==> config.mk <==
export PLATFORM = sky130hd
export DESIGN_NAME = rs485_direction_control
export DESIGN_NICKNAME = d
export VERILOG_FILES = /design/src/hw/rtl/rsdc_pkg.sv /design/src/hw/rtl/rs485_direction_control.sv
export SDC_FILE = /design/constraint.sdc
export NUM_CORES = 1
export LEC_CHECK = 0
export BUFFER_PORTS_ARGS = -buffer_cell sky130_fd_sc_hd__buf_4
export CELL_PAD_IN_SITES_DETAIL_PLACEMENT = 1
export CELL_PAD_IN_SITES_GLOBAL_PLACEMENT = 1
export CORE_ASPECT_RATIO = 0.6
export CORE_MARGIN = 2
export CORE_UTILIZATION = 44
export DETAILED_ROUTE_END_ITERATION = 12
export GPL_ROUTABILITY_DRIVEN = 0
export MAX_ROUTING_LAYER = met4
export PLACE_DENSITY = 0.9
export RECOVER_POWER = 100
export SETUP_SLACK_MARGIN = 0.05
export SLEW_MARGIN = 0
export SYNTH_ARGS = -nofsm -noshare
export SYNTH_HDL_FRONTEND = slang
export SYNTH_SLANG_ARGS = --single-unit
==> constraint.sdc <==
create_clock -name i_clk -period 3 [get_ports i_clk]
set_input_delay 0.6 -clock i_clk [delete_from_list [all_inputs] [get_ports i_clk]]
set_output_delay 0.6 -clock i_clk [all_outputs]
set_load 0.1 [all_outputs]
==> src/hw/rtl/rsdc_pkg.sv <==
// ---------------------------------------------------------------------------
// rsdc_pkg
// types and codes shared by the rs485 direction controller and its checker
// ---------------------------------------------------------------------------
package rsdc_pkg;

    localparam int unsigned CFG_INDEX_BITS = 2;
    localparam int unsigned CFG_DATA_BITS  = 16;
    localparam int unsigned TICKS_BITS     = 16;

    typedef enum logic [CFG_INDEX_BITS-1:0] {
        CFG_LINE_MODE      = 2'd0,
        CFG_TURN_ON_TICKS  = 2'd1,
        CFG_TURN_OFF_TICKS = 2'd2
    } t_cfg_index;

    typedef enum logic [2:0] {
        EV_TICK          = 3'd0,
        EV_START_TX      = 3'd1,
        EV_STOP_TX       = 3'd2,
        EV_LINE_WRITE    = 3'd3,
        EV_FORMAT_CHANGE = 3'd4,
        EV_DATA_WRITTEN  = 3'd5
    } t_event;

    typedef enum logic [2:0] {
        LM_PASS      = 3'd0,
        LM_RS485_HI  = 3'd1,
        LM_RS485_LO  = 3'd2,
        LM_MODEM     = 3'd3,
        LM_MODEM_DCD = 3'd4
    } t_line_mode;

    typedef enum logic [2:0] {
        ST_RECEIVE      = 3'd0,
        ST_CARRIER_WAIT = 3'd1,
        ST_ON_DELAY     = 3'd2,
        ST_CTS_WAIT     = 3'd3,
        ST_TRANSMIT     = 3'd4,
        ST_OFF_DELAY    = 3'd5
    } t_dir_state;

    typedef struct packed {
        logic [2:0] mode;
        logic       cts;
        logic       dcd;
        logic       tx_idle;
        logic       rts_request;
    } t_in_beat;

    typedef struct packed {
        logic       rts_level;
        logic       hold_tx;
        logic       start_pulse;
        logic       stop_pulse;
        logic [2:0] line_state;
    } t_out_beat;

endpackage

==> src/hw/rtl/rs485_direction_control.sv <==
// ---------------------------------------------------------------------------
// rs485_direction_control
// driver enable / rts sequencer for a half-duplex rs485 or multidrop modem uart
// ---------------------------------------------------------------------------
//  channel   direction  handshake              payload
//  in        input      i_in_valid / o_in_stall    t_in_beat (event and line levels)
//  out       output     o_out_valid / i_out_stall  t_out_beat (rts, hold, pulses, state)
//  cfg       input      i_cfg_valid / o_cfg_ready  i_cfg_index, i_cfg_data
//
//  one event beat per clock while o_in_stall is low; each accepted beat gives its result beat in the next cycle
//  the whole event update is one pass of logic into the state and result registers
//  o_in_stall rises only while a result beat sits in the output register stalled
//  synchronous reset: receive state, timer idle, rts low, pass-through mode
//  cfg writes are always taken (o_cfg_ready is high)
module rs485_direction_control #(
    parameter int unsigned DELAY_BITS = 16
) (
    input  logic                                 i_clk,
    input  logic                                 i_rst_n,
    input  logic                                 i_in_valid,
    output logic                                 o_in_stall,
    input  rsdc_pkg::t_in_beat                   i_in,
    output logic                                 o_out_valid,
    input  logic                                 i_out_stall,
    output rsdc_pkg::t_out_beat                  o_out,
    input  logic                                 i_cfg_valid,
    output logic                                 o_cfg_ready,
    input  logic [rsdc_pkg::CFG_INDEX_BITS-1:0]  i_cfg_index,
    input  logic [rsdc_pkg::CFG_DATA_BITS-1:0]   i_cfg_data
);

    localparam logic [32:0] CNT_MAX = (33'd1 << DELAY_BITS) - 33'd1;
    localparam logic [DELAY_BITS-1:0] POLL_TICKS = {{(DELAY_BITS-1){1'b0}}, 1'b1};

    rsdc_pkg::t_line_mode                r_line_mode;
    logic [rsdc_pkg::TICKS_BITS-1:0]     r_on_ticks;
    logic [rsdc_pkg::TICKS_BITS-1:0]     r_off_ticks;
    rsdc_pkg::t_dir_state                r_state, n_state;
    logic [DELAY_BITS-1:0]               r_cnt, n_cnt;
    logic                                r_hold, n_hold;
    logic                                r_rts, n_rts;
    logic                                n_start, n_stop;
    rsdc_pkg::t_out_beat                 r_out, n_out;
    logic                                r_out_valid;

    logic                                in_accept;
    logic                                cfg_write;
    logic                                managed;
    logic                                rs485_mode;
    logic                                do_expire, do_turn_on, do_on_done;
    rsdc_pkg::t_event                    ev;
    rsdc_pkg::t_line_mode                cfg_mode;
    logic                                cfg_mode_switch;

    function automatic logic [DELAY_BITS-1:0] f_sat(input logic [rsdc_pkg::TICKS_BITS-1:0] t);
        logic [32:0] w;
        w = {{(33-rsdc_pkg::TICKS_BITS){1'b0}}, t};
        if (w > CNT_MAX) begin
            return CNT_MAX[DELAY_BITS-1:0];
        end
        return w[DELAY_BITS-1:0];
    endfunction

    assign in_accept   = i_in_valid && !o_in_stall;
    assign o_in_stall  = r_out_valid && i_out_stall;
    assign o_cfg_ready = 1'b1;
    assign cfg_write   = i_cfg_valid && o_cfg_ready;
    assign o_out_valid = r_out_valid;
    assign o_out       = r_out;

    assign managed    = (r_line_mode >= rsdc_pkg::LM_RS485_HI) &&
                        (r_line_mode <= rsdc_pkg::LM_MODEM_DCD);
    assign rs485_mode = (r_line_mode == rsdc_pkg::LM_RS485_HI) ||
                        (r_line_mode == rsdc_pkg::LM_RS485_LO);
    assign ev         = rsdc_pkg::t_event'(i_in.mode);

    assign cfg_mode        = rsdc_pkg::t_line_mode'(i_cfg_data[2:0]);
    assign cfg_mode_switch = cfg_write &&
                             (i_cfg_index == rsdc_pkg::CFG_LINE_MODE) &&
                             (cfg_mode <= rsdc_pkg::LM_MODEM_DCD) &&
                             (cfg_mode != r_line_mode);

    always_comb begin
        n_state    = r_state;
        n_cnt      = r_cnt;
        n_hold     = r_hold;
        n_rts      = r_rts;
        n_start    = 1'b0;
        n_stop     = 1'b0;
        do_expire  = 1'b0;
        do_turn_on = 1'b0;
        do_on_done = 1'b0;

        // event
        case (ev)
            rsdc_pkg::EV_TICK: begin
                if (r_cnt != '0) begin
                    n_cnt     = r_cnt - POLL_TICKS;
                    do_expire = (n_cnt == '0);
                end
            end
            rsdc_pkg::EV_START_TX: begin
                n_start = 1'b1;
                if (managed) begin
                    case (r_state)
                        rsdc_pkg::ST_RECEIVE: begin
                            if (r_line_mode == rsdc_pkg::LM_MODEM_DCD) begin
                                n_state   = rsdc_pkg::ST_CARRIER_WAIT;
                                n_hold    = 1'b1;
                                n_stop    = 1'b1;
                                do_expire = 1'b1;
                            end else begin
                                n_start    = 1'b0;
                                do_turn_on = 1'b1;
                            end
                        end
                        rsdc_pkg::ST_ON_DELAY: begin
                            n_start = 1'b0;
                        end
                        rsdc_pkg::ST_OFF_DELAY: begin
                            n_cnt   = '0;
                            n_state = rsdc_pkg::ST_TRANSMIT;
                        end
                        default: begin
                        end
                    endcase
                end
            end
            rsdc_pkg::EV_STOP_TX: begin
                n_stop = 1'b1;
                if (managed) begin
                    n_hold  = 1'b0;
                    n_rts   = (r_line_mode == rsdc_pkg::LM_RS485_LO);
                    n_state = rsdc_pkg::ST_RECEIVE;
                end
            end
            rsdc_pkg::EV_LINE_WRITE: begin
                if (r_line_mode == rsdc_pkg::LM_RS485_LO) begin
                    n_rts = (r_state == rsdc_pkg::ST_RECEIVE);
                end else if (managed) begin
                    n_rts = (r_state != rsdc_pkg::ST_RECEIVE);
                end else begin
                    n_rts = i_in.rts_request;
                end
            end
            rsdc_pkg::EV_FORMAT_CHANGE: begin
                if (managed) begin
                    n_hold  = 1'b0;
                    n_rts   = (r_line_mode == rsdc_pkg::LM_RS485_LO);
                    n_state = rsdc_pkg::ST_RECEIVE;
                end
            end
            rsdc_pkg::EV_DATA_WRITTEN: begin
                if (managed) begin
                    n_state = rsdc_pkg::ST_TRANSMIT;
                    n_cnt   = POLL_TICKS;
                end
            end
            default: begin
            end
        endcase

        // timer expiry
        if (do_expire) begin
            case (n_state)
                rsdc_pkg::ST_CARRIER_WAIT: begin
                    if (!i_in.dcd) begin
                        do_turn_on = 1'b1;
                    end else begin
                        n_cnt = POLL_TICKS;
                    end
                end
                rsdc_pkg::ST_ON_DELAY: begin
                    do_on_done = 1'b1;
                end
                rsdc_pkg::ST_CTS_WAIT: begin
                    if (i_in.cts) begin
                        n_state = rsdc_pkg::ST_TRANSMIT;
                        n_hold  = 1'b0;
                        n_start = 1'b1;
                    end else begin
                        n_cnt = POLL_TICKS;
                    end
                end
                rsdc_pkg::ST_OFF_DELAY: begin
                    n_hold  = 1'b0;
                    n_rts   = (r_line_mode == rsdc_pkg::LM_RS485_LO);
                    n_state = rsdc_pkg::ST_RECEIVE;
                end
                rsdc_pkg::ST_TRANSMIT: begin
                    if (!n_hold && i_in.tx_idle) begin
                        if (r_off_ticks != '0) begin
                            n_state = rsdc_pkg::ST_OFF_DELAY;
                            n_cnt   = f_sat(r_off_ticks);
                        end else begin
                            n_hold  = 1'b0;
                            n_rts   = (r_line_mode == rsdc_pkg::LM_RS485_LO);
                            n_state = rsdc_pkg::ST_RECEIVE;
                        end
                    end else begin
                        n_cnt = POLL_TICKS;
                    end
                end
                default: begin
                end
            endcase
        end

        // driver turn-on
        if (do_turn_on) begin
            n_rts   = (r_line_mode != rsdc_pkg::LM_RS485_LO);
            n_state = rsdc_pkg::ST_ON_DELAY;
            if (r_on_ticks != '0) begin
                n_cnt = f_sat(r_on_ticks);
            end else begin
                do_on_done = 1'b1;
            end
        end

        // turn-on delay done
        if (do_on_done) begin
            if (rs485_mode || i_in.cts) begin
                n_state = rsdc_pkg::ST_TRANSMIT;
                n_hold  = 1'b0;
                n_start = 1'b1;
            end else begin
                n_state = rsdc_pkg::ST_CTS_WAIT;
                n_cnt   = POLL_TICKS;
            end
        end

        n_out.rts_level   = n_rts;
        n_out.hold_tx     = n_hold;
        n_out.start_pulse = n_start;
        n_out.stop_pulse  = n_stop;
        n_out.line_state  = n_state;
    end

    always_ff @(posedge i_clk) begin
        if (!i_rst_n) begin
            r_line_mode <= rsdc_pkg::LM_PASS;
            r_on_ticks  <= '0;
            r_off_ticks <= '0;
        end else if (cfg_write) begin
            case (i_cfg_index)
                rsdc_pkg::CFG_LINE_MODE: begin
                    if (cfg_mode_switch) begin
                        r_line_mode <= cfg_mode;
                    end
                end
                rsdc_pkg::CFG_TURN_ON_TICKS: begin
                    r_on_ticks <= i_cfg_data;
                end
                rsdc_pkg::CFG_TURN_OFF_TICKS: begin
                    r_off_ticks <= i_cfg_data;
                end
                default: begin
                end
            endcase
        end
    end

    always_ff @(posedge i_clk) begin
        if (!i_rst_n) begin
            r_state <= rsdc_pkg::ST_RECEIVE;
            r_cnt   <= '0;
            r_hold  <= 1'b0;
            r_rts   <= 1'b0;
        end else if (cfg_mode_switch) begin
            if (cfg_mode != rsdc_pkg::LM_PASS) begin
                r_state <= rsdc_pkg::ST_RECEIVE;
                r_hold  <= 1'b0;
                r_rts   <= (cfg_mode == rsdc_pkg::LM_RS485_LO);
            end
        end else if (in_accept) begin
            r_state <= n_state;
            r_cnt   <= n_cnt;
            r_hold  <= n_hold;
            r_rts   <= n_rts;
        end
    end

    always_ff @(posedge i_clk) begin
        if (!i_rst_n) begin
            r_out_valid <= 1'b0;
        end else if (in_accept) begin
            r_out_valid <= 1'b1;
        end else if (!i_out_stall) begin
            r_out_valid <= 1'b0;
        end
    end

    always_ff @(posedge i_clk) begin
        if (in_accept) begin
            r_out <= n_out;
        end
    end

endmodule

# [Yosys cells after proc, flatten, opt, wreduce, memory -nomap -nowiden]
# Cells that the tools add are included.
[totals] inputBits=30 latch_bits=0 n_memories=0 elab_cells=153 register_bits=64 ramBits=0 romBits=0
[op_classes] multipliers=0 shift=0 bitwise=1 magnitude_cmp=3 reduce_logical=27 n_mux=86 n_addsub=1 div=0 eq_ne=22
[op_table] cell="2-to-1 mux 16 bit" n=13
[op_table] cell="one-hot mux 16 bit (3 select lines)" n=2
[op_table] cell="nonzero test 16 bit" n=3
[op_table] cell="2-to-1 mux 1 bit" n=47
[op_table] cell="2-to-1 mux 3 bit" n=14
[op_table] cell="== test 3 x 2 -> 1 bit (second input constant)" n=7
[op_table] cell="== test 3 bit (second input constant)" n=6
[op_table] cell="one-hot mux 3 bit (3 select lines)" n=2
[op_table] cell="zero test 16 bit" n=1
[op_table] cell="subtractor 16 x 1 -> 16 bit (second input constant)" n=1
[op_table] cell="one-hot mux 1 bit (2 select lines)" n=6
[op_table] cell="== test 3 x 1 -> 1 bit (second input constant)" n=3
[op_table] cell="AND reduction 2 bit" n=4
[op_table] cell="logical AND 1 bit" n=7
[op_table] cell="less-or-equal comparator 3 bit (second input constant)" n=2
[op_table] cell="zero test 3 bit" n=2
[op_table] cell="one-hot mux 3 bit (2 select lines)" n=1
[op_table] cell="nonzero test 3 bit" n=2
[op_table] cell="!= test 2 x 1 -> 1 bit (second input constant)" n=2
[op_table] cell="greater-or-equal comparator 3 x 1 -> 1 bit (second input constant)" n=1
[op_table] cell="!= test 3 x 2 -> 1 bit (second input constant)" n=1
[op_table] cell="!= test 3 bit" n=1
[op_table] cell="one-hot mux 1 bit (3 select lines)" n=1
[op_table] cell="AND reduction 3 bit" n=1
[op_table] cell="other kinds (8)" n=10

# [Longest topological paths before layout]
# Gate-level depths: netlist of the first run.
[depth] ltp_word=14 depth_mapped=12 ltp_nobuf=10

# [Worst setup path after synthesis of the first run]
# No wires, ideal clock.
[synth_path] kind="flip-flop to flip-flop" startpoint="register r_out_valid (netlist: o_out_valid)" endpoint="register r_cnt[6]" path_slack_ps=-193 t_arrival_ps=3115 synth_period_minus_slack_ps=3193 required_ps=2921 path_stages_with_launch=10 setup_time_ps=79 path_cell_list="dfxtp_1 and2_1 nand2b_1 inv_1 and2_1 clkbuf_1 nor2_1 clkbuf_1 nand2_1 o221ai_2"
[synth_between] elab_chain_len=4
[synth_rtl] item="start: declaration" line_no="rs485_direction_control.sv:44" rtl="logic r_out_valid;"
[synth_rtl] item="start signal: assignment" line_no="rs485_direction_control.sv:285" rtl="r_out_valid <= 1'b0;"
[synth_rtl] item="start signal: assignment" line_no="rs485_direction_control.sv:287" rtl="r_out_valid <= 1'b1;"
[synth_rtl] item="start signal: assignment" line_no="rs485_direction_control.sv:289" rtl="r_out_valid <= 1'b0;"
[synth_rtl] item="logical AND 1 bit" line_no="rs485_direction_control.sv:65" rtl="assign o_in_stall = r_out_valid && i_out_stall;"
[synth_rtl] item="named net o_in_stall" line_no="rs485_direction_control.sv:21" rtl="output logic o_in_stall,"
[synth_rtl] item="zero test 1 bit" line_no="rs485_direction_control.sv:64" rtl="assign in_accept = i_in_valid && !o_in_stall;"
[synth_rtl] item="logical AND 1 bit" line_no="rs485_direction_control.sv:64"
[synth_rtl] item="named net in_accept" line_no="rs485_direction_control.sv:46" rtl="logic in_accept;"
[synth_rtl] item="AND reduction 2 bit (no source line)"
[synth_rtl] item="end signal: assignment" line_no="rs485_direction_control.sv:277" rtl="r_cnt <= n_cnt;"
[synth_rtl] item="end: declaration" line_no="rs485_direction_control.sv:39" rtl="logic [DELAY_BITS-1:0] r_cnt, n_cnt;"
# The timed path passes the listed nets, and every way through them passes these cells.
# A chain may end at the register's enable or synchronous reset.

# [Final worst setup path of the first run]
[layout_path] startpoint="register r_cnt[0]" endpoint="register r_cnt[0]"
[layout_between] elab_chain_len=11
[layout_rtl] item="subtractor 16 x 1 -> 16 bit, or another cell as far along" line_no="rs485_direction_control.sv:98" rtl="n_cnt = r_cnt - POLL_TICKS;"
[layout_rtl] item="2-to-1 mux 16 bit, on equally long branches" line_no="rs485_direction_control.sv:97, rs485_direction_control.sv:104"
[layout_rtl] item="one-hot mux 16 bit (3 select lines)" line_no="rs485_direction_control.sv:95" rtl="case (ev)"
[layout_rtl] item="2-to-1 mux 16 bit" line_no="rs485_direction_control.sv:192" rtl="if (r_off_ticks != '0) begin"
[layout_rtl] item="2-to-1 mux 16 bit" line_no="rs485_direction_control.sv:191" rtl="if (!n_hold && i_in.tx_idle) begin"
[layout_rtl] item="one-hot mux 16 bit (3 select lines)" line_no="rs485_direction_control.sv:165" rtl="case (n_state)"
[layout_rtl] item="2-to-1 mux 16 bit" line_no="rs485_direction_control.sv:164" rtl="if (do_expire) begin"
[layout_rtl] item="2-to-1 mux 16 bit" line_no="rs485_direction_control.sv:213" rtl="if (r_on_ticks != '0) begin"
[layout_rtl] item="2-to-1 mux 16 bit" line_no="rs485_direction_control.sv:210" rtl="if (do_turn_on) begin"
[layout_rtl] item="2-to-1 mux 16 bit" line_no="rs485_direction_control.sv:222" rtl="if (rs485_mode || i_in.cts) begin"
[layout_rtl] item="2-to-1 mux 16 bit (*)" line_no="rs485_direction_control.sv:221" rtl="if (do_on_done) begin"
# Every way passes the cells marked *; elsewhere a longest branch is shown, timed or not.

==> summary.txt, run 1 <==
Latest clock arrival within the worst-skew pair: 0.34 ns
Diodes inserted: 0
Async set or reset register ratio after synthesis: 0
WHS Path Cells: 2
Final Worst Setup Slack: 0.0824 ns
Port Buffer Count: 38
Starting density of the core: 0.453
Non-Filler Instances: 729
Worst Max-Slew Pin Slew: 1.19 ns
Hold Fails Final Rpt: 0
Mux share of post-synthesis cell area: 0.00722
Main synth FF type: dfxtp_1
HPWL Detailed: 12.0 mm
First-pass GRT wire length: 25.7 mm
Clock Tree Root: clkbuf_16
Via density: 6.49
Depth of the most critical reg-to-reg path: 11
Fin Hold WS: 0.477 ns
Simple-Gate Fraction of Synth Area: 0.300
Die X-Extent: 130 um
Cell Area, Placed: 0.00463 sq mm
Grt ovf: 0
Total power: 2.48 mW
Finish-stage setup viols: 0
Compound-gate portion of the synthesized area: 0.279
Initial antenna violation count: 0
Leak: 1.83 nW
Largest family of logic cells by synthesized area: simple AND/OR/NAND/NOR gates
Final period utilization: 0.973
Yosys warning total: 0
Core ar.: 0.00919 sq mm
Clock transition at path regs: 0.05 ns
Outcome: finished, final reports clean
Die area: 0.0103 sq mm
Drt drc: 0
Via count: 4733
Post-synthesis xor/xnor area fraction: 0.0126
Placed Instances: 713
Total CTS buffers: 9
CTS tree: done
Post-synth EDFFs: 7
Maxcap violations: 0
H-tree levels: 3
Critical Path RT: 3.21 ns
Critical Path Source Type: flop
Largest net degree at the start of global routing: 39
Syn Nets: 588
Post-layout nets: 627
Syn Inst Count: 555
Worst slack at placement: -0.0419 ns
Fmax: 343 MHz
WL final: 16.8 mm
Post-CTS setup buffers: 0
Hold crit path type: reg2reg
Slew margin rel.: 0.208
Avg Cell Area, Syn: 7.50 sq um
Setup TNS: 0 ns
Pwr/cell area: 505 mW/mm^2
Finished Cell Area: 0.00491 sq mm
Worst setup EP type: flop
Synth Area in Adders: 0.00902
Clock Tree Buf Depth: 2
RSZ-0062 raised after global routing: false
Final core utilization: 0.534
ANT nets after route: 0
Clk sinks: 64
Setup Skew: 0.00696 ns
Netlist cell types: 75
Syn-to-layout area delta: 18.0%
Number of global-route vias before repair: 4490
Num ports: 40
Seq/Total Area, Yosys: 0.325
Peak supply drop: 0.000360 V
Total track usage: 0.340
Critical path class: reg2reg
Cell row count: 27
Fin. max-slew vios: 0
Worst Path Arrival: 3.13 ns
Crit path max fanout: 6
Synthesized cell area: 0.00416 sq mm
Synth Register Bits: 64
Share of cells above drive strength 1: 0.160
Chip height: 79.3 um
Iteration-0 DRC count of the detailed router: 596
Fin crit period: 2.92 ns
Routed WL per cell: 23.1 um
Drt first pass iters: 5
sequential cells by signal, summed over array words and instances, names as in the netlist:
name and count:
r_off_ticks 16, r_rts 1, r_state 3, o_out_valid 1
r_cnt 16, o_out 7, r_hold 1, r_on_ticks 16
r_line_mode 3
critical path, cell delays in order, from the launching register on:
cell	delay, ns
dfxtp_1	0.39
buf_4	0.18
ha_1	0.15
nor3b_1	0.21
nand3_1	0.17
a2111oi_4	0.39
and4_4	0.32
nor2_1	0.09
clkbuf_2	0.18
o21ai_0	0.29
a31oi_1	0.15
o221a_1	0.27
path summary, 6_finish.rpt:
check	start	to	slack, ns
setup / recovery	r_cnt[0]$_SDFFE_PN0P_	r_cnt[0]$_SDFFE_PN0P_	0.08
hold / removal	r_on_ticks[6]$_SDFFE_PN0P_	r_on_ticks[6]$_SDFFE_PN0P_	0.48
setup reg to reg	r_cnt[0]$_SDFFE_PN0P_	r_cnt[0]$_SDFFE_PN0P_	0.08
hold reg to reg	r_on_ticks[6]$_SDFFE_PN0P_	r_on_ticks[6]$_SDFFE_PN0P_	0.48
metal layers:
layer | wire [um] | vias up | GRT usage
met5 | 0 | - | -
met4 | 235 | 0 | 0.0602
met3 | 1920 | 36 | 0.109
met2 | 7200 | 305 | 0.492
met1 | 7460 | 2310 | 0.469
li1 | - | 2082 | -
power breakdown:
group / leakage, nW / switching [mW] / internal, mW / total [mW]
registers: 0.533 / 0.0379 / 0.896 / 0.934
logic: 1.14 / 0.328 / 0.161 / 0.489
clock network: 0.150 / 0.413 / 0.644 / 1.06
area by class of cell:
cell class / count / area [sq um]
flip-flops and latches: 64 / 1350
clock inverters: 7 / 71.3
inverters: 26 / 97.6
multi-input cells: 428 / 2550
well taps: 130 / 163
fillers: 1196 / 4280
clock buffers: 9 / 225
repair buffers: 65 / 452
layout by cell type (no fill, tap or decap), drive strengths merged, types with 6 or more instances in the layout:
cell type / n
clkbuf: 21
nor2: 45
nor3: 13
o221ai: 15
nor4: 13
a22oi: 14
nor3b: 9
dfxtp: 57
and2: 6
nand3: 11
nand4: 6
buf: 53
o21ai: 36
edfxtp: 7
inv: 27
a21oi: 52
nand2: 113
cell usage after synthesis, types with 6 or more instances:
| master | count | area share |
|---|---|---|
| buf_2 | 12 | 0.014 |
| a21oi_1 | 51 | 0.061 |
| nor3_1 | 11 | 0.013 |
| nand3_1 | 11 | 0.013 |
| inv_1 | 26 | 0.023 |
| nand4_1 | 6 | 0.0090 |
| o21ai_0 | 29 | 0.035 |
| o21ai_1 | 7 | 0.0084 |
| nand2_1 | 113 | 0.10 |
| dfxtp_1 | 57 | 0.27 |
| nor3b_1 | 8 | 0.014 |
| edfxtp_1 | 7 | 0.051 |
| nor4_1 | 10 | 0.015 |
| a22oi_1 | 14 | 0.025 |
| clkbuf_1 | 16 | 0.014 |
| nor2_1 | 45 | 0.041 |
| o221ai_2 | 10 | 0.036 |
| and2_1 | 6 | 0.0090 |
what timing repair did:
item                       CTS  global route
hold buffers                 0             0
hold endpoints to repair     0             0
pin swaps                    0             1
cloned                       0             0
setup endpoints to repair   14            25
resized for setup            2            15
cell families (layout without fill, tap and decap cells):
| kind of cell | Yosys count | after routing |
|---|---|---|
| adder cells (fa/ha/maj) | 3 | 3 |
| AO/OA/AOI/OAI | 164 | 164 |
| XOR/XNOR | 6 | 6 |
| buffers and inverters | 63 | 107 |
| flip-flops | 64 | 64 |
| multiplexers | 3 | 3 |
| AND/OR/NAND/NOR | 251 | 251 |
| other | 1 | 1 |
(Power assumes the default switching activity.)
==> run 2, diff against run 1 <==
Settings changed: CORE_UTILIZATION 44 to 47, PLACE_DENSITY 0.9 to 0.95.
Clock period 3 ns to 3.4 ns, I/O delays scaled along.
==> summary.txt, run 2 (synthesis gave the netlist of run 1 again) <==
Outcome: finished, final reports clean (unchanged)
Critical Path Source Type: flop (unchanged)
Finish-stage setup viols: 0 (unchanged)
Leak: 1.74 nW (was 1.83 nW)
Clk sinks: 64 (unchanged)
Peak supply drop: 0.000334 V (was 0.000360 V)
Setup TNS: 0 ns (unchanged)
Initial antenna violation count: 0 (unchanged)
Worst Path Arrival: 3.41 ns (was 3.13 ns)
Commonest non-fill, non-tap cell in the layout: nand2_1 (unchanged)
H-tree levels: 3 (unchanged)
Maxcap violations: 0 (unchanged)
Core ar.: 0.00856 sq mm (was 0.00919 sq mm)
First-pass GRT wire length: 26.0 mm (was 25.7 mm)
Grt ovf: 0 (unchanged)
Port Buffer Count: 38 (unchanged)
Syn-to-layout area delta: 13.4% (was 18.0%)
Die X-Extent: 125 um (was 130 um)
Worst setup EP type: flop (unchanged)
CTS tree: done (unchanged)
Biggest regs: r_cnt x16, r_off_ticks x16, r_on_ticks x16 (unchanged)
Crit path max fanout: 8 (was 6)
Worst path max stage delay: 0.65 ns (was 0.39 ns)
Setup Skew: 0.00796 ns (was 0.00696 ns)
Fin. max-slew vios: 0 (unchanged)
Via count: 4634 (was 4733)
Pwr/cell area: 461 mW/mm^2 (was 505 mW/mm^2)
Critical-path cell list: buf_4 -> nor3b_2 -> and3_1 -> o21ai_0 -> nor4bb_1 -> nand2_1 -> o31a_1 -> a221oi_1 (was buf_4 -> ha_1 -> nor3b_1 -> nand3_1 -> a2111oi_4 -> and4_4 -> nor2_1 -> clkbuf_2 -> o21ai_0 -> a31oi_1 -> o221a_1)
Fmax: 314 MHz (was 343 MHz)
Total power: 2.17 mW (was 2.48 mW)
Slew margin rel.: 0.171 (was 0.208)
Clock Tree Buf Depth: 2 (unchanged)
WL final: 16.6 mm (was 16.8 mm)
Starting density of the core: 0.486 (was 0.453)
Commonest cells after routing, fill and taps aside: nand2_1 (113), dfxtp_1 (57), a21oi_1 (51), nor2_1 (45), buf_4 (38) (was nand2_1 (112), dfxtp_1 (57), buf_4 (52), a21oi_1 (51), nor2_1 (44))
Iteration-0 DRC count of the detailed router: 582 (was 596)
Number of global-route vias before repair: 4551 (was 4490)
Num ports: 40 (unchanged)
Hold Fails Final Rpt: 0 (unchanged)
Total track usage: 0.357 (was 0.340)
Drt first pass iters: 5 (unchanged)
Total CTS buffers: 9 (unchanged)
HPWL Detailed: 11.7 mm (was 12.0 mm)
Post-layout nets: 613 (was 627)
Cell row count: 26 (was 27)
Routed WL per cell: 23.9 um (was 23.1 um)
Diodes inserted: 0 (unchanged)
Die area: 0.00965 sq mm (was 0.0103 sq mm)
Share of cells above drive strength 1: 0.126 (was 0.160)
Final period utilization: 0.938 (was 0.973)
CP bufs+invs: 1 (was 2)
Via density: 6.65 (was 6.49)
Largest net degree at the start of global routing: 39 (unchanged)
Clock transition at path regs: 0.06 ns (was 0.05 ns)
Delay-heaviest family, CP: compound AO/OA/AOI/OAI gates (unchanged)
Latest clock arrival within the worst-skew pair: 0.34 ns (about the same)
ANT nets after route: 0 (unchanged)
Critical path class: reg2reg (unchanged)
Final core utilization: 0.551 (was 0.534)
Worst Max-Slew Pin Slew: 1.25 ns (was 1.19 ns)
Slowest CP cell: nor4bb_1 (was dfxtp_1)
RSZ-0062 raised after global routing: false (unchanged)
Critical Path RT: 3.62 ns (was 3.21 ns)
Drt drc: 0 (unchanged)
Post-CTS setup buffers: 0 (unchanged)
Chip height: 76.9 um (was 79.3 um)
Fin crit period: 3.19 ns (was 2.92 ns)
Clock Tree Root: clkbuf_16 (unchanged)
Hold crit path type: reg2reg (unchanged)
==> run 2: metrics by stage <==
stage / area (sq um) / cells / worst slack (ns) / hold WS, ns
2_1_floorplan: 4160 / 555 / 0.207 / 0.449
3_3_place_gp: 4500 / 681 / 0.250 / 0.463
3_5_place_dp: 4500 / 681 / 0.0140 / 0.472
4_1_cts: 4800 / 697 / 0.163 / 0.483
5_1_grt: 4720 / 697 / 0.102 / 0.498
6_report: 4720 / 697 / 0.211 / 0.484
==> run 2: layer usage <==
layer / wire length [um] / GRT usage
met1: 7260 / 0.502
met2: 7130 / 0.519
met3: 1880 / 0.0851
met4: 349 / 0.0833
met5: 0 / -
==> run 2: path summary, 6_finish.rpt <==
path / to / slack, ns / cells past startpoint / from
min reg2reg: r_on_ticks[11]$_SDFFE_PN0P_ / 0.48 / 2 / r_on_ticks[11]$_SDFFE_PN0P_
max: r_cnt[3]$_SDFFE_PN0P_ / 0.21 / 8 / r_line_mode[1]$_SDFFE_PN0P_
max reg2reg: r_cnt[3]$_SDFFE_PN0P_ / 0.21 / 8 / r_line_mode[1]$_SDFFE_PN0P_
min: r_on_ticks[11]$_SDFFE_PN0P_ / 0.48 / 2 / r_on_ticks[11]$_SDFFE_PN0P_
==> run 2: final cells by class <==
| cell class | instances | area, sq um |
|---|---|---|
| clock buffer | 11 | 243 |
| clock inverter | 5 | 55.1 |
| fill | 1079 | 3840 |
| inverter | 26 | 97.6 |
| multi-input combinational | 428 | 2490 |
| sequential | 64 | 1350 |
| tap | 112 | 140 |
| timing repair buffer | 51 | 343 |
==> run 2: what timing repair did <==
action | in CTS | in global routing
resized for setup | 0 | 2
hold buffers | 0 | 0
setup endpoints to repair | 0 | 11
==> run 2: power by group <==
part           switching [mW]  internal [mW]  total [mW]
clock network           0.353          0.587       0.940
logic                   0.281          0.129       0.410
registers              0.0331          0.791       0.824
==> run 2: worst min-delay path, stage by stage, from the launching register on <==
cell,delay [ns]
dfxtp_1,0.32
nand2_1,0.06
a21oi_1,0.05
==> run 3, diff against run 2 <==
Settings changed: PLACE_DENSITY 0.95 to 0.94, SKIP_CTS_REPAIR_TIMING from default to 1.
==> summary.txt, run 3 (synthesis gave the netlist of run 1 again) <==
Latest clock arrival within the worst-skew pair: 0.34 ns (about the same)
Slowest CP cell: or3_1 (was nor4bb_1)
Setup Skew: 0.00730 ns (was 0.00796 ns)
Finish-stage setup viols: 0 (unchanged)
Delay-heaviest family, CP: compound AO/OA/AOI/OAI gates (unchanged)
DR WL met2: 6.65 mm (was 7.13 mm)
Critical path class: in2reg (was reg2reg)
Worst path max stage delay: 0.50 ns (was 0.65 ns)
Commonest cells after routing, fill and taps aside: nand2_1 (113), dfxtp_1 (57), a21oi_1 (51), nor2_1 (45), buf_4 (40) (was nand2_1 (113), dfxtp_1 (57), a21oi_1 (51), nor2_1 (45), buf_4 (38))
Largest net degree at the start of global routing: 39 (unchanged)
Pwr/cell area: 469 mW/mm^2 (was 461 mW/mm^2)
Slew margin rel.: 0.200 (was 0.171)
Die area: 0.00965 sq mm (unchanged)
Maxcap violations: 0 (unchanged)
Num ports: 40 (unchanged)
Iteration-0 DRC count of the detailed router: 502 (was 582)
R2R Path Start: r_line_mode[1]$_SDFFE_PN0P_ (unchanged)
WL final: 15.8 mm (was 16.6 mm)
Outcome: finished, final reports clean (unchanged)
CTS tree: done (unchanged)
Critical Path Source Type: input port (was flop)
Share of cells above drive strength 1: 0.133 (was 0.126)
Met3 routed WL: 1.90 mm (was 1.88 mm)
Depth of the most critical reg-to-reg path: 8 (unchanged)
Most frequent CP cell: buf_4
Number of global-route vias before repair: 4492 (was 4551)
Die X-Extent: 125 um (unchanged)
Via count: 4589 (was 4634)
Diodes inserted: 0 (unchanged)
Fin crit period: 3.12 ns (was 3.19 ns)
Post-layout nets: 614 (was 613)
Worst Max-Slew Pin Slew: 1.21 ns (was 1.25 ns)
Max layer used: met4 (unchanged)
Fmax: 321 MHz (was 314 MHz)
Crit path max fanout: 14 (was 8)
Clk sinks: 64 (unchanged)
Critical Path RT: 3.64 ns (was 3.62 ns)
Peak supply drop: 0.000349 V (was 0.000334 V)
Final core utilization: 0.558 (was 0.551)
Via density: 6.57 (was 6.65)
Total track usage: 0.340 (was 0.357)
WL met1: 7.07 mm (was 7.26 mm)
Clock Tree Root: clkbuf_16 (unchanged)
Initial antenna violation count: 0 (unchanged)
Final period utilization: 0.917 (was 0.938)
Starting density of the core: 0.486 (unchanged)
Total CTS buffers: 9 (unchanged)
Hold Fails Final Rpt: 0 (unchanged)
ANT nets after route: 0 (unchanged)
Finished Cell Area: 0.00477 sq mm (was 0.00472 sq mm)
Worst Hold End: r_on_ticks[6]$_SDFFE_PN0P_ (was r_on_ticks[11]$_SDFFE_PN0P_)
Port Buffer Count: 38 (unchanged)
Worst min-delay path startpoint: r_on_ticks[6]$_SDFFE_PN0P_ (was r_on_ticks[11]$_SDFFE_PN0P_)
H-tree levels: 3 (unchanged)
Cell row count: 26 (unchanged)
Grt ovf: 0 (unchanged)
Flop-to-flop setup slack: 0.31 ns (was 0.21 ns)
Commonest non-fill, non-tap cell in the layout: nand2_1 (unchanged)
Fin. max-slew vios: 0 (unchanged)
Worst setup EP type: flop (unchanged)
HPWL Detailed: 11.9 mm (was 11.7 mm)
Leak: 1.76 nW (was 1.74 nW)
Drt first pass iters: 5 (unchanged)
Critical-path cell list: buf_4 -> or3_1 -> a41oi_1 -> nor4b_1 -> o21ai_0 -> a21oi_1 -> o21ai_1 -> nand3_1 -> buf_4 -> o221ai_1 (was buf_4 -> nor3b_2 -> and3_1 -> o21ai_0 -> nor4bb_1 -> nand2_1 -> o31a_1 -> a221oi_1)
R2R Path End: r_cnt[5]$_SDFFE_PN0P_ (was r_cnt[3]$_SDFFE_PN0P_)
Syn-to-layout area delta: 14.7% (was 13.4%)
Routed WL per cell: 22.7 um (was 23.9 um)
WHS Path Cells: 2 (unchanged)
Worst Path Arrival: 3.36 ns (was 3.41 ns)
Biggest regs: r_cnt x16, r_off_ticks x16, r_on_ticks x16 (unchanged)
Chip height: 76.9 um (unchanged)
Clock Tree Buf Depth: 2 (unchanged)
Cell Area, Placed: 0.00451 sq mm (was 0.00450 sq mm)
First-pass GRT wire length: 25.3 mm (was 26.0 mm)
Core ar.: 0.00856 sq mm (unchanged)
Hold crit path type: reg2reg (unchanged)
Clock transition at path regs: 0.06 ns (about the same)
RSZ-0062 raised after global routing: false (unchanged)
Drt drc: 0 (unchanged)
CP bufs+invs: 2 (was 1)
run 3: how the worst max path moves through the flow:
stage	start	to	slack, ns	cells past startpoint
2_1_floorplan	o_out_valid$_SDFFE_PN0P_	r_cnt[6]$_SDFFE_PN0P_	0.21	9
3_3_place_gp	i_in[6]	r_cnt[1]$_SDFFE_PN0P_	0.24	8
3_5_place_dp	i_in[6]	r_cnt[5]$_SDFFE_PN0P_	-0.005	9
4_1_cts	i_in[6]	r_cnt[5]$_SDFFE_PN0P_	0.21	9
5_1_grt	r_line_mode[1]$_SDFFE_PN0P_	r_cnt[5]$_SDFFE_PN0P_	0.1	8
6_report	i_in[6]	r_cnt[5]$_SDFFE_PN0P_	0.28	10
run 3: area by class of cell:
type	count	area (sq um)
inverters	26	97.6
multi-input cells	428	2500
flip-flops and latches	64	1350
well taps	112	140
fillers	1078	3780
clock buffers	9	225
repair buffers	52	353
clock inverters	7	104
run 3: power breakdown:
part | leakage, nW | total [mW] | internal (mW) | switching [mW]
clock | 0.160 | 1.01 | 0.649 | 0.361
combinational | 1.07 | 0.409 | 0.130 | 0.279
sequential | 0.533 | 0.821 | 0.790 | 0.0310
total | 1.76 | 2.24 | 1.57 | 0.671
run 3: per-stage QoR:
step | worst slack (ns) | std cells | hold slack [ns] | power [mW] | TNS, ns
3_3_place_gp | 0.237 | 682 | 0.462 | 1.22 | 0
4_1_cts | 0.214 | 698 | 0.489 | 2.24 | 0
6_report | 0.281 | 698 | 0.494 | 2.24 | 0
3_5_place_dp | -0.00474 | 682 | 0.479 | 1.24 | -0.00474
5_1_grt | 0.0998 | 698 | 0.507 | 2.31 | 0
2_1_floorplan | 0.207 | 555 | 0.449 | 1.10 | 0
run 3: per-layer routing:
layer / track usage / vias up
li1: - / 2056
met1: 0.485 / 2251
met2: 0.491 / 250
met3: 0.0928 / 32
met4: 0.0511 / 0
met5: - / -
run 3: tightest hold or removal path: stages (launching register included):
cell	delay [ns]
dfxtp_1	0.32
nand2_1	0.06
a21oi_1	0.06
